**config.mk**
```make
export PLATFORM = sky130hd
export DESIGN_NAME = ttacc_queue
export DESIGN_NICKNAME = d
export VERILOG_FILES = /design/src/hdl/ttacc_pkg.sv /design/src/hdl/ttacc_queue.sv
export SDC_FILE = /design/constraint.sdc
export NUM_CORES = 1
export LEC_CHECK = 0
export ABC_CLOCK_PERIOD_IN_PS = 11050
export BUFFER_PORTS_ARGS = -buffer_cell sky130_fd_sc_hd__buf_4
export CAP_MARGIN = 30
export CORE_UTILIZATION = 52
export CTS_BUF_LIST = sky130_fd_sc_hd__clkbuf_4 sky130_fd_sc_hd__clkbuf_8 sky130_fd_sc_hd__clkbuf_16
export CTS_CLUSTER_SIZE = 16
export DETAILED_ROUTE_END_ITERATION = 8
export GPL_ROUTABILITY_DRIVEN = 0
export HOLD_SLACK_MARGIN = 0.06
export PLACE_DENSITY = 0.79
export SLEW_MARGIN = 40
export SYNTH_ARGS = -nofsm -noshare
export SYNTH_HDL_FRONTEND = slang
export SYNTH_SLANG_ARGS = --single-unit
```
**constraint.sdc**
```tcl
create_clock -name clk_i -period 11.05 [get_ports clk_i]
set_input_delay 0.5525 -clock clk_i [delete_from_list [all_inputs] [get_ports clk_i]]
set_output_delay 0.5525 -clock clk_i [all_outputs]
set_load 0.01 [all_outputs]
```
**src/hdl/ttacc_pkg.sv**
```systemverilog
// ttacc_pkg: shared types, widths and codes of the tangent accumulator
// no dependencies; imported by every module of the block
`timescale 1ns / 1ps

package ttacc_pkg;

  // vertex store geometry
  localparam int VERTEX_COUNT = 1024;
  localparam int VIDX_W       = 10;
  localparam int VADDR_W      = $clog2(VERTEX_COUNT);

  // fixed point widths
  localparam int COORD_W = 32;              // Q16.16 input value
  localparam int DIFF_W  = COORD_W + 1;     // exact edge / uv delta
  localparam int PROD_W  = 2 * DIFF_W;      // full product
  localparam int ACC_W   = PROD_W + 1;      // difference of two products
  localparam int MAG_W   = ACC_W - 1;       // magnitude of a vector component
  localparam int TOP_W   = 30;              // significant bits kept for the length
  localparam int SQ_W    = 2 * TOP_W;
  localparam int RAD_W   = SQ_W + 2;        // sum of three squares
  localparam int ROOT_W  = RAD_W + 1;       // square root working register
  localparam int ROOT_STEPS = RAD_W / 2 + 1;
  localparam int LEN_W   = RAD_W / 2;
  localparam int QUO_W   = 15;              // normalized magnitude, at most 2^14
  localparam int FRAC_SH = 15;
  localparam int NUM_W   = TOP_W + FRAC_SH + 1;
  localparam int VEC_W   = 16;              // Q2.14 output
  localparam int SUM_W   = VEC_W + 1;
  localparam int MEM_W   = 6 * VEC_W;
  localparam int MUL_STEPS = 14;

  // request queue between front and back
  localparam int QDEPTH = 2;
  localparam int QPTR_W = (QDEPTH > 1) ? $clog2(QDEPTH) : 1;
  localparam int QCNT_W = $clog2(QDEPTH + 1);

  // field codes
  localparam logic       REQ_READ    = 1'b1;
  localparam logic [1:0] CORNER_LAST = 2'd2;
  localparam logic [1:0] CORNER_VOID = 2'd3;

  typedef enum logic [1:0] {
    CMD_READ,
    CMD_CORNER,
    CMD_TRIANGLE
  } cmd_e;

  typedef struct packed {
    cmd_e                     cmd;
    logic [1:0]               corner;
    logic [VIDX_W-1:0]        idx;
    logic [2:0][COORD_W-1:0]  pos;
    logic [1:0][COORD_W-1:0]  uv;
  } entry_t;

  typedef logic [2:0][VEC_W-1:0] vec3_t;

  typedef struct packed {
    logic                   start;
    logic [2:0][MAG_W-1:0]  mag;
    logic [2:0]             neg;
  } norm_req_t;

  typedef struct packed {
    logic  done;
    vec3_t vec;
  } norm_rsp_t;

  typedef struct packed {
    vec3_t tangent;
    vec3_t binormal;
    logic  degenerate;
  } result_t;

  typedef enum logic [2:0] {
    N_IDLE,
    N_ALIGN,
    N_SQ,
    N_SUM,
    N_SQRT,
    N_DLOAD,
    N_DIV
  } norm_state_e;

  typedef enum logic [3:0] {
    B_CLEAR,
    B_IDLE,
    B_READ_OUT,
    B_MUL,
    B_CHECK,
    B_NORM_T,
    B_NORM_B,
    B_VTX,
    B_VTX_CHK,
    B_SUM_T,
    B_SUM_B
  } back_state_e;

  // vertex index inside the store
  function automatic logic idx_valid(logic [VIDX_W-1:0] idx);
    return 32'(idx) < VERTEX_COUNT;
  endfunction

endpackage

```
**src/hdl/ttacc_queue.sv**
```systemverilog
// ttacc_queue: short request fifo between front and back
// uses ttacc_pkg entry type
`timescale 1ns / 1ps

module ttacc_queue import ttacc_pkg::*; (
  input  logic   clk_i,
  input  logic   rst_ni,
  input  logic   push_i,
  input  entry_t entry_i,
  output logic   full_o,
  input  logic   pop_i,
  output logic   valid_o,
  output entry_t head_o
);

  entry_t            ent_q [QDEPTH];
  logic [QPTR_W-1:0] wr_q, rd_q;
  logic [QCNT_W-1:0] cnt_q;

  function automatic logic [QPTR_W-1:0] ptr_next(logic [QPTR_W-1:0] p);
    return (p == QPTR_W'(QDEPTH - 1)) ? '0 : p + QPTR_W'(1);
  endfunction

  // pointers and fill level
  always_ff @(posedge clk_i or negedge rst_ni) begin
    if (!rst_ni) begin
      wr_q  <= '0;
      rd_q  <= '0;
      cnt_q <= '0;
    end else begin
      if (push_i) wr_q <= ptr_next(wr_q);
      if (pop_i)  rd_q <= ptr_next(rd_q);
      if (push_i && !pop_i) begin
        cnt_q <= cnt_q + QCNT_W'(1);
      end else if (!push_i && pop_i) begin
        cnt_q <= cnt_q - QCNT_W'(1);
      end
    end
  end

  // storage
  always_ff @(posedge clk_i) begin
    if (push_i) ent_q[wr_q] <= entry_i;
  end

  assign full_o  = (cnt_q == QCNT_W'(QDEPTH));
  assign valid_o = (cnt_q != '0);
  assign head_o  = ent_q[rd_q];

  a_no_overflow: assert property (@(posedge clk_i) disable iff (!rst_ni)
    push_i |-> !full_o)
    else $error("request pushed into full queue");

  a_no_underflow: assert property (@(posedge clk_i) disable iff (!rst_ni)
    pop_i |-> valid_o)
    else $error("request popped from empty queue");

endmodule

```
Yosys cells after proc, flatten, opt, wreduce, memory -nomap -nowiden:

Memory sizes are Yosys's and may differ from the RTL's.
Cells that the tools add are included.

* add/subtract/negate cells: 4
* mux-type cells: 6
* equal/unequal tests: 1
* reduce and logical (&&, ||, !) cells: 6

Operator list (number)
* 2-to-1 mux 1 bit: 4
* 2-to-1 mux 2 bit: 2
* nonzero test 2 bit: 2
* adder 1 bit (second input constant): 2
* adder 2 x 1 -> 2 bit (second input constant): 1
* == test 2 bit (second input constant): 1
* logical AND 1 bit: 2
* zero test 1 bit: 2
* subtractor 2 x 1 -> 2 bit (second input constant): 1

* input bits: 178
* flip-flop bits (word level): 4
* bits in writable memories: 348
* output and inout port bits: 176
* memories: 1

Memory list
* ent_q: depth 2, width 174, read ports 1, clocked after Yosys merged registers in 0, write ports 1, line ttacc_queue.sv:16 `entry_t ent_q [QDEPTH];`

Logic depth before layout (Yosys ltp):

* word-level depth: 4
* mapped depth: 5
* mapped depth without buffers: 5

Worst setup path after synthesis:

Ideal clock, no wire load.

* path kind: register to register
* start point: register wr_q
* end point: memory ent_q[0][0] (netlist bit), enable pin
* path slack: 2.240 ns
* cell stages (with the launch flop): 2
* arrival time: 8.079 ns
* data required time: 10.319 ns
* period minus slack after synthesis: 8.810 ns
* cell sequence: dfrtp_1 -> nor2b_1

RTL lines
* from (decl): line ttacc_queue.sv:17 `logic [QPTR_W-1:0] wr_q, rd_q;`
* from (signal assigned): line ttacc_queue.sv:31 `if (push_i) wr_q <= ptr_next(wr_q);`
* to (decl): line ttacc_queue.sv:16

No word-level cell before the write port.

==> results.sh <==
export IMPL_status="complete, no violations"
export IMPL_syn_area_per_cell_um2=22.97
export IMPL_yosysSeqAreaShare_pct=82.47
export IMPL_antenna_found_initial=1
export IMPL_worst_pin_slew_ns=0.8084
export IMPL_grt_pass1_vias=7159
export IMPL_ios=354
export IMPL_cts_root_buf="clkbuf_16"
export IMPL_synthCells=557
export IMPL_rsz0062_at_grt="false"
export IMPL_num_vias=6559
export IMPL_met1_usage_pct=21.83
export IMPL_ys_seq_elements=352
export IMPL_crit_family="flip-flops"
export IMPL_netlist_top_cells_area="edfxtp_1 82%, mux2_2 15%, buf_6 1.3%"
export IMPL_num_antenna_cells=0
export IMPL_grt_usage_pct=19.93
export IMPL_hold_worst_slack_ns=0.2391
export IMPL_synth_nets=736
export IMPL_clk_latency_ns=0.49
export IMPL_grt_overflow_total=0
export IMPL_cts_sinks=352
export IMPL_clk_path_buf_depth=3
export IMPL_vias_per_cell=5.108
export IMPL_grt_busiest_layer="met2"
export IMPL_finalSetupTns_ns=0
export IMPL_ys_types=14
export IMPL_stdcell_area_um2=16870
export IMPL_drc=0
export IMPL_routed_wl_um=25260
export IMPL_areaGrowthSynthToFinish_pct=31.91
export IMPL_drv_slew=0
export IMPL_hold_viol=0
export IMPL_ant_nets=0
export IMPL_max_slew_margin_pct=46.11
export IMPL_die_area_um2=25230
export IMPL_port_buffers=353
export IMPL_powerDensity_nw_per_um2=254.1
export IMPL_p_leak_nw=6.340
export IMPL_cp_data_required_time_ns=10.50
export IMPL_crit_path_cell_trace="buf_6 -> mux2_2 -> buf_4"
export IMPL_drtIter0Drc=412
export IMPL_cts_tree="done"
export IMPL_drive_above_1_share_pct=61.56
export IMPL_maxCapViolations=0
export IMPL_grt_max_degree=80
export IMPL_critical_path_arrival_ns=2.66
export IMPL_rows=57
export IMPL_first_pass_iters=4
export IMPL_period_minus_slack_ns=3.214
export IMPL_cts_inserted_buffers=36
export IMPL_htree_levels=2
export IMPL_startpoint_type="register"
export IMPL_start_util_pct=52.76
export IMPL_final_common_cell="buf_4"
export IMPL_irDropWorstVdd_mv=0.1952
export IMPL_syn_area_um2=12790
export IMPL_fin_skew_ns=0.006051
export IMPL_clkTransAtPathRegs_ns=0.06
export IMPL_ctsResizeCount=0
export IMPL_end_kind="output port"
export IMPL_slowest_delay_ns=0.83
export IMPL_cp_max_fo=77
export IMPL_ys_warn_count=0
export IMPL_yosys_area_top_type="edfxtp_1"
export IMPL_crit_path_top_delay_cell="dfrtp_4"
export IMPL_grtUsageMet3_pct=6.714
export IMPL_path_buf_inv=2
export IMPL_core_area_um2=24250
export IMPL_die_x_um=158.8
export IMPL_fin_crit_sh_pct=29.08
export IMPL_yosys_area_top_type_share_pct=81.69
export IMPL_num_nets_final=1116
export IMPL_dpl_cell_area_um2=15730
export IMPL_dp_final_hpwl_um=16520
export IMPL_wl_per_cell_um=19.67
export IMPL_grt_pass1_wl_um=38340
export IMPL_fmax_mhz=311.2
export IMPL_hold_path_class="in -> reg"
export IMPL_setup_viol=0
export IMPL_crit_type="reg -> out"
export IMPL_final_cell_mix="354 x buf_4, 348 x edfxtp_1, 174 x mux2_2"
export IMPL_grtUsageMet2_pct=35.67
export IMPL_chipHeight_um=158.8
## layout make-up
class,count,area [um^2]
Clock buffer,44,978.4
Sequential cell,352,10550
Fill cell,1539,7373
Tap cell,324,405.4
Clock inverter,17,140.1
Timing Repair Buffer,361,2739
Inverter,1,3.754
Multi-Input combinational cell,185,2054
## report_power, final
part | total [mW] | internal, mW | switching (mW)
sequential | 1.86 | 1.77 | 0.0891
combinational | 1.29 | 0.669 | 0.619
clock | 1.14 | 0.676 | 0.462
total | 4.29 | 3.12 | 1.17
## routing by layer
layer	up-vias	wire, um
li1	2978	-
met1	3221	8779
met2	299	13390
met3	59	2264
met4	2	806
met5	-	16
## stage by stage
step	util (%)	cells	power [mW]	setup WS, ns
after detailed placement	64.88	1221	3.182	8.354
after CTS	69.53	1283	4.333	7.812
final	69.59	1284	4.288	7.836
after floorplan	-	557	2.666	2.240
after global placement	64.80	1221	3.158	8.109
after global routing	69.59	1284	4.461	7.725
## synth_stat cells, drive strengths merged
cell    count
xnor2       1
inv         1
nor2        1
nor2b       2
and2        1
or2         1
buf        19
edfxtp    348
dfrtp       4
xor2        4
mux2      174
ha          1
## logic make-up (layout without fill, tap and decap cells)
| logic type | count (synthesis) | in the layout | share of synthesized area, % |
|---|---|---|---|
| flops | 352 | 352 | 82.47 |
| fa+ha+maj | 1 | 1 | 0.09779 |
| buf+inv | 20 | 423 | 1.545 |
| simple gates | 5 | 5 | 0.2250 |
| xor+xnor | 5 | 5 | 0.3423 |
| mux | 174 | 174 | 15.32 |
## sequential cells by signal, indices dropped and copies added, names as in the netlist
| register | count |
|---|---|
| cnt_q | 2 |
| ent_q | 348 |
| rd_q | 1 |
| wr_q | 1 |
## worst paths after layout
kind	startpoint	to	slack, ns	cells after the start
setup / recovery	rd_q	head_o[9]	7.84	3
hold / removal	entry_i[114]	ent_q[0][114]	0.24	1
setup reg to reg	wr_q	ent_q[1][7]	9.12	2
hold reg to reg	cnt_q[1]	cnt_q[1]	0.48	1
max in group asynchronous	rst_ni	rd_q	10.50	2
min in group asynchronous	rst_ni	rd_q	0.44	2
## repair_timing
item | in CTS | in global routing
endpoints found under the hold margin | 4 | 0
hold buffers | 1 | 0
setup buffers | 0 | 0
setup endpoints to repair | 0 | 0
Note: power is estimated with default switching activity, not from simulation.
