<file path="src/hdl/ttacc_pkg.sv">
// ttacc_pkg: shared types, widths and codes of the tangent accumulator
// no dependencies; imported by every module of the block
`timescale 1ns / 1ps

package ttacc_pkg;

  // vertex store geometry
  localparam int VERTEX_COUNT = 1024;
  localparam int VIDX_W       = 10;
  localparam int VADDR_W      = $clog2(VERTEX_COUNT);

  // fixed point widths
  localparam int COORD_W = 32;              // Q16.16 input value
  localparam int DIFF_W  = COORD_W + 1;     // exact edge / uv delta
  localparam int PROD_W  = 2 * DIFF_W;      // full product
  localparam int ACC_W   = PROD_W + 1;      // difference of two products
  localparam int MAG_W   = ACC_W - 1;       // magnitude of a vector component
  localparam int TOP_W   = 30;              // significant bits kept for the length
  localparam int SQ_W    = 2 * TOP_W;
  localparam int RAD_W   = SQ_W + 2;        // sum of three squares
  localparam int ROOT_W  = RAD_W + 1;       // square root working register
  localparam int ROOT_STEPS = RAD_W / 2 + 1;
  localparam int LEN_W   = RAD_W / 2;
  localparam int QUO_W   = 15;              // normalized magnitude, at most 2^14
  localparam int FRAC_SH = 15;
  localparam int NUM_W   = TOP_W + FRAC_SH + 1;
  localparam int VEC_W   = 16;              // Q2.14 output
  localparam int SUM_W   = VEC_W + 1;
  localparam int MEM_W   = 6 * VEC_W;
  localparam int MUL_STEPS = 14;

  // request queue between front and back
  localparam int QDEPTH = 2;
  localparam int QPTR_W = (QDEPTH > 1) ? $clog2(QDEPTH) : 1;
  localparam int QCNT_W = $clog2(QDEPTH + 1);

  // field codes
  localparam logic       REQ_READ    = 1'b1;
  localparam logic [1:0] CORNER_LAST = 2'd2;
  localparam logic [1:0] CORNER_VOID = 2'd3;

  typedef enum logic [1:0] {
    CMD_READ,
    CMD_CORNER,
    CMD_TRIANGLE
  } cmd_e;

  typedef struct packed {
    cmd_e                     cmd;
    logic [1:0]               corner;
    logic [VIDX_W-1:0]        idx;
    logic [2:0][COORD_W-1:0]  pos;
    logic [1:0][COORD_W-1:0]  uv;
  } entry_t;

  typedef logic [2:0][VEC_W-1:0] vec3_t;

  typedef struct packed {
    logic                   start;
    logic [2:0][MAG_W-1:0]  mag;
    logic [2:0]             neg;
  } norm_req_t;

  typedef struct packed {
    logic  done;
    vec3_t vec;
  } norm_rsp_t;

  typedef struct packed {
    vec3_t tangent;
    vec3_t binormal;
    logic  degenerate;
  } result_t;

  typedef enum logic [2:0] {
    N_IDLE,
    N_ALIGN,
    N_SQ,
    N_SUM,
    N_SQRT,
    N_DLOAD,
    N_DIV
  } norm_state_e;

  typedef enum logic [3:0] {
    B_CLEAR,
    B_IDLE,
    B_READ_OUT,
    B_MUL,
    B_CHECK,
    B_NORM_T,
    B_NORM_B,
    B_VTX,
    B_VTX_CHK,
    B_SUM_T,
    B_SUM_B
  } back_state_e;

  // vertex index inside the store
  function automatic logic idx_valid(logic [VIDX_W-1:0] idx);
    return 32'(idx) < VERTEX_COUNT;
  endfunction

endpackage

</file>
<file path="src/hdl/ttacc_front.sv">
// ttacc_front: input stage; accepts items, drops void corners, tags commands
// uses ttacc_pkg; feeds ttacc_queue
`timescale 1ns / 1ps

module ttacc_front import ttacc_pkg::*; (
  input  logic                clk_i,
  input  logic                rst_ni,
  input  logic                in_valid_i,
  output logic                in_stall_o,
  input  logic                req_type_i,
  input  logic [1:0]          corner_i,
  input  logic [VIDX_W-1:0]   vertex_index_i,
  input  logic signed [31:0]  pos_x_i,
  input  logic signed [31:0]  pos_y_i,
  input  logic signed [31:0]  pos_z_i,
  input  logic signed [31:0]  tex_u_i,
  input  logic signed [31:0]  tex_v_i,
  input  logic                busy_i,
  input  logic                q_full_i,
  output logic                push_o,
  output entry_t              entry_o
);

  logic   f_valid_q, f_valid_d;
  entry_t f_entry_q;
  logic   push, can_load, accept, keep;
  cmd_e   cmd;

  // classify the incoming request
  always_comb begin
    keep = (req_type_i == REQ_READ) || (corner_i != CORNER_VOID);
    if (req_type_i == REQ_READ) begin
      cmd = CMD_READ;
    end else if (corner_i == CORNER_LAST) begin
      cmd = CMD_TRIANGLE;
    end else begin
      cmd = CMD_CORNER;
    end
  end

  // handshake
  always_comb begin
    push       = f_valid_q && !q_full_i;
    can_load   = !f_valid_q || push;
    in_stall_o = busy_i || !can_load;
    accept     = in_valid_i && !in_stall_o;
    if (accept && keep) begin
      f_valid_d = 1'b1;
    end else begin
      f_valid_d = f_valid_q && !push;
    end
  end

  always_ff @(posedge clk_i or negedge rst_ni) begin
    if (!rst_ni) begin
      f_valid_q <= 1'b0;
    end else begin
      f_valid_q <= f_valid_d;
    end
  end

  // staged request
  always_ff @(posedge clk_i) begin
    if (accept && keep) begin
      f_entry_q.cmd    <= cmd;
      f_entry_q.corner <= corner_i;
      f_entry_q.idx    <= vertex_index_i;
      f_entry_q.pos    <= {pos_z_i, pos_y_i, pos_x_i};
      f_entry_q.uv     <= {tex_v_i, tex_u_i};
    end
  end

  assign push_o  = push;
  assign entry_o = f_entry_q;

endmodule

</file>
<file path="config.mk">
export PLATFORM = sky130hd
export DESIGN_NAME = ttacc_front
export DESIGN_NICKNAME = d
export VERILOG_FILES = /design/src/hdl/ttacc_pkg.sv /design/src/hdl/ttacc_front.sv
export SDC_FILE = /design/constraint.sdc
export NUM_CORES = 1
export LEC_CHECK = 0
export ABC_AREA = 1
export BUFFER_PORTS_ARGS = -buffer_cell sky130_fd_sc_hd__buf_2
export CAP_MARGIN = 10
export CORE_AREA = 2 2 138 140
export DETAILED_ROUTE_END_ITERATION = 10
export DIE_AREA = 0 0 140 142
export PLACE_DENSITY = 0.55
export SLEW_MARGIN = 20
export SYNTH_ARGS = -nofsm -noshare
export SYNTH_HDL_FRONTEND = slang
export SYNTH_SLANG_ARGS = --single-unit
export TNS_END_PERCENT = 30
</file>
<file path="constraint.sdc">
create_clock -name clk_i -period 24.5 [get_ports clk_i]
set_clock_uncertainty 0.05 [all_clocks]
set_input_delay 3.675 -clock clk_i [delete_from_list [all_inputs] [get_ports clk_i]]
set_output_delay 3.675 -clock clk_i [all_outputs]
set_load 0.02 [all_outputs]
</file>
# Word-level counts from Yosys, hierarchy flattened
# Cells that the tools add are included.
# W data, S select, Z words.
[classes]
eq_ne = 2
n_reduce_logical = 12
mux = 2
[op_table]
columns = ["operator", "n"]
rows = [
  ["$logic_not A1 Y1", 5],
  ["$logic_and A1 B1 Y1", 4],
  ["$logic_or A1 B1 Y1", 3],
  ["$eq A2 B2 Y1 const B", 1],
  ["$mux W2", 1],
  ["$ne A2 B2 Y1 const B", 1],
  ["$mux W1", 1],
]
[word_totals]
reg_bits = 175
output_inout_bits = 176
wordCells = 25

# Depth between registers and ports, before layout
[logic_depth]
depth_word = 9
ltp_mapped = 3
mapped_depth_nobuf = 3

# Worst setup path after synthesis
# No wires, ideal clock.
[synth_path]
kind = "input to register"
startpoint = "in q_full_i"
endpoint = "reg f_entry_q (netlist bit entry_o[0]) (enable)"
path_slack_ns = 12.682
t_arrival_ns = 11.058
stages = 3
required_ns = 23.740
path_cell_list = "nand2_2 > nand3_2 > nor2_1"
[synth_between]
elab_chain_len = 8
[synth_rtl]
columns = ["element", "line", "source"]
rows = [
  ["start, declared", "ttacc_front.sv:19", "input logic q_full_i,"],
  ["$logic_not A1 Y1", "ttacc_front.sv:43", "push = f_valid_q && !q_full_i;"],
  ["$logic_and A1 B1 Y1", "ttacc_front.sv:43", ""],
  ["$logic_or A1 B1 Y1", "ttacc_front.sv:44", "can_load = !f_valid_q || push;"],
  ["$logic_not A1 Y1", "ttacc_front.sv:45", "in_stall_o = busy_i || !can_load;"],
  ["$logic_or A1 B1 Y1", "ttacc_front.sv:45", ""],
  ["$logic_not A1 Y1", "ttacc_front.sv:46", "accept = in_valid_i && !in_stall_o;"],
  ["$logic_and A1 B1 Y1", "ttacc_front.sv:46", ""],
  ["$logic_and A1 B1 Y1", "ttacc_front.sv:64", "if (accept && keep) begin"],
  ["end, declared", "ttacc_front.sv:25", "entry_t f_entry_q;"],
]
# Every way passes these cells.
# A chain may end at the register's enable or synchronous reset.

# Final worst setup path
[layout_path]
startpoint = "in q_full_i"
endpoint = "out in_stall_o"
[layout_between]
elab_chain_len = 5
[layout_rtl]
columns = ["element", "line", "source"]
rows = [
  ["$logic_not A1 Y1", "ttacc_front.sv:43", ""],
  ["$logic_and A1 B1 Y1", "ttacc_front.sv:43", ""],
  ["$logic_or A1 B1 Y1", "ttacc_front.sv:44", ""],
  ["$logic_not A1 Y1", "ttacc_front.sv:45", ""],
  ["$logic_or A1 B1 Y1", "ttacc_front.sv:45", ""],
  ["end, declared", "ttacc_front.sv:9", "output logic in_stall_o,"],
]
# Every way passes these cells.

==> flow_summary.toml <==
[final_layout]
seq_area_sq_um = 5250
multiInputGateArea_sq_um = 68.82
syn2layout_area_growth_pct = 50.65
drive_above_1_share = 0.6783
diodes = 0
fillCellCount = 1703
nets = 742
final_common_cell = "buf_2"
mostFrequentLayoutCells = "buf_2, edfxtp_1, clkbuf_16"

[detailed_routing]
vias = 3267
ant_nets = 0
routed_via_density = 4.038
wirelength_mm = 12.89
drc = 25
first_pass_iters = 11
wl_per_cell_um = 15.93
drt-initial-drc-count = 168

[setup_path]
path_class = "in2out"
critPathMaxFanout = 3
required_ns = 20.77
end_kind = "output pin"
cp.arrival_ns = 4.08
start_kind = "input port"
worst-r2r-setup-slack_ns = 22.35
reg2regPathDepth = 4

[global_route]
use_met1 = 0.1351
use_met3 = 0.05855
grt_max_degree = 88
grt_pass1_wl_mm = 18.33
grt_pass1_vias = 3371
antenna_found_initial = 1
grt.total_usage = 0.1247
grt.busiest_layer = "met2"
grt_use_met2 = 0.2097
grt-ovfl-total = 0

[die]
num_io_pins = 354
placementRows = 50
core_area_sq_um = 18460
die_h_um = 142
start_util = 0.2886
dieWidth_um = 140
design.die.area_sq_um = 19880

[worst_hold_path]
hold_path.class = "reg2reg"
holdPathStages = 3

[sta]
hold_viol = 0
setup_violations = 0
layout_min_cycle_time_ns = 7.810
grt_setup_unrepaired = "false"
maxSlewViolCount = 0
finalCritPeriodShare = 0.3188
layout_setup_ws_ns = 16.69
fmax_ghz = 0.1280
timing_worst_slew_pin_value_ns = 1.053
fin_tns_setup_ns = 0
relSlewSlack = 0.2981

[clock_tree]
cts-root-buf = "clkbuf_16"
cts_tree = "built"
ctsHoldBuffers = 0
postCtsResizedCells = 0
h-tree-depth = 4
clockBufferDepth = 2
numCtsBuffers = 17
cts_setup_buffers = 0
path_clk_slew_ns = 0.06
clock_latency_ns = 0.41
cts_sinks = 175

[synthesis]
syn_area_sq_um = 5326
syn_avg_cell_area_sq_um = 28.03
synth_top_area_frac = 0.9810
synth_nets = 368
ys_ff_latch = 175
synth.area.top_cells = "edfxtp_1, dfrtp_1, nor2_1"
synth_top_cell_by_area = "edfxtp_1"
syn_inst = 190
synth_cell_types = 11
yosys_warnings = 0
yosysSeqAreaShare = 0.9857

[power]
pwr_density_cell_nw_per_um2 = 84.72
p_leak_nw = 3.374
peakVddDrop_mv = 0.04296

[job]
max_cap_viol_count = 0

[run_status]
violations = "DRC"
status = "complete, but fails checks"

[place]
pre_cts_ws_ns = 16.69
portBuffers = 353
dpl.hpwl_mm = 9.944
gp_congestion = 0.8182
final timing paths:
path	from	to
min in group asynchronous	rst_ni	f_valid_q$_DFF_PN0_
worst min register to register	f_valid_q$_DFF_PN0_	f_valid_q$_DFF_PN0_
max in group asynchronous	rst_ni	f_valid_q$_DFF_PN0_
worst min-delay path	f_valid_q$_DFF_PN0_	f_valid_q$_DFF_PN0_
worst max register to register	f_valid_q$_DFF_PN0_	entry_o[118]$_DFFE_PP_
worst max-delay path	q_full_i	in_stall_o
area by class of cell:
| class | instances | share of cell area |
|---|---|---|
| Timing Repair Buffer | 355 | 0.2220 |
| Clock buffer | 18 | 0.05349 |
| Sequential cell | 175 | 0.6543 |
| Tap cell | 234 | 0.03649 |
| Multi-Input combinational cell | 11 | 0.008576 |
| Clock inverter | 12 | 0.02323 |
| Inverter | 4 | 0.001871 |
power by group:
group / switching, mW / leakage, nW / internal, mW
Combinational: 0.0319 / 1.45 / 0.0183
Clock: 0.110 / 0.295 / 0.171
Sequential: 0.00301 / 1.63 / 0.346
Total: 0.145 / 3.37 / 0.535
through the flow:
step / cells / hold slack (ns) / utilization / power, mW / instance area [sq um]
finish: 809 / 0.5630 / 0.4348 / 0.6798 / 8024
global route: 809 / 0.6177 / 0.4348 / 0.7035 / 8024
CTS: 809 / 0.5656 / 0.4348 / 0.6886 / 8024
detailed placement: 779 / 0.5520 / 0.4014 / 0.4065 / 7408
global placement: 779 / 0.5400 / 0.4014 / 0.4055 / 7408
floorplan: 190 / 0.5094 / - / 0.3812 / 5326
synthesized netlist by cell type:
cell type and number:
nor2_2 1, nand2_1 2, inv_2 1, edfxtp_1 174, nor3_1 1, inv_1 3
dfrtp_1 1, nand3_2 1, o21bai_2 1, nand2_2 1, nor2_1 4
sequential cells by signal, summed over array words and instances, names as in the netlist:
name       cells
f_valid_q      1
entry_o      174
worst max-delay path, stage by stage:
cell,delay [ns]
buf_2,0.11
nand2_2,0.09
nand2_1,0.05
buf_2,0.15
metal layers:
| layer | part of all wire | wire length, um |
|---|---|---|
| met1 | 0.37 | 4746 |
| met2 | 0.50 | 6451 |
| met3 | 0.11 | 1454 |
| met4 | 0.017 | 218 |
| met5 | 0.0012 | 16 |
cell families (layout without fill, tap and decap cells):
logic type      count (synthesis)  in the layout  synth area share
flops                         175            175            0.9857
simple gates                   10             10          0.009397
buf+inv                         4            389          0.002818
compound gates                  1              1          0.002114
No activity file was read; power rests on OpenSTA's default activity.
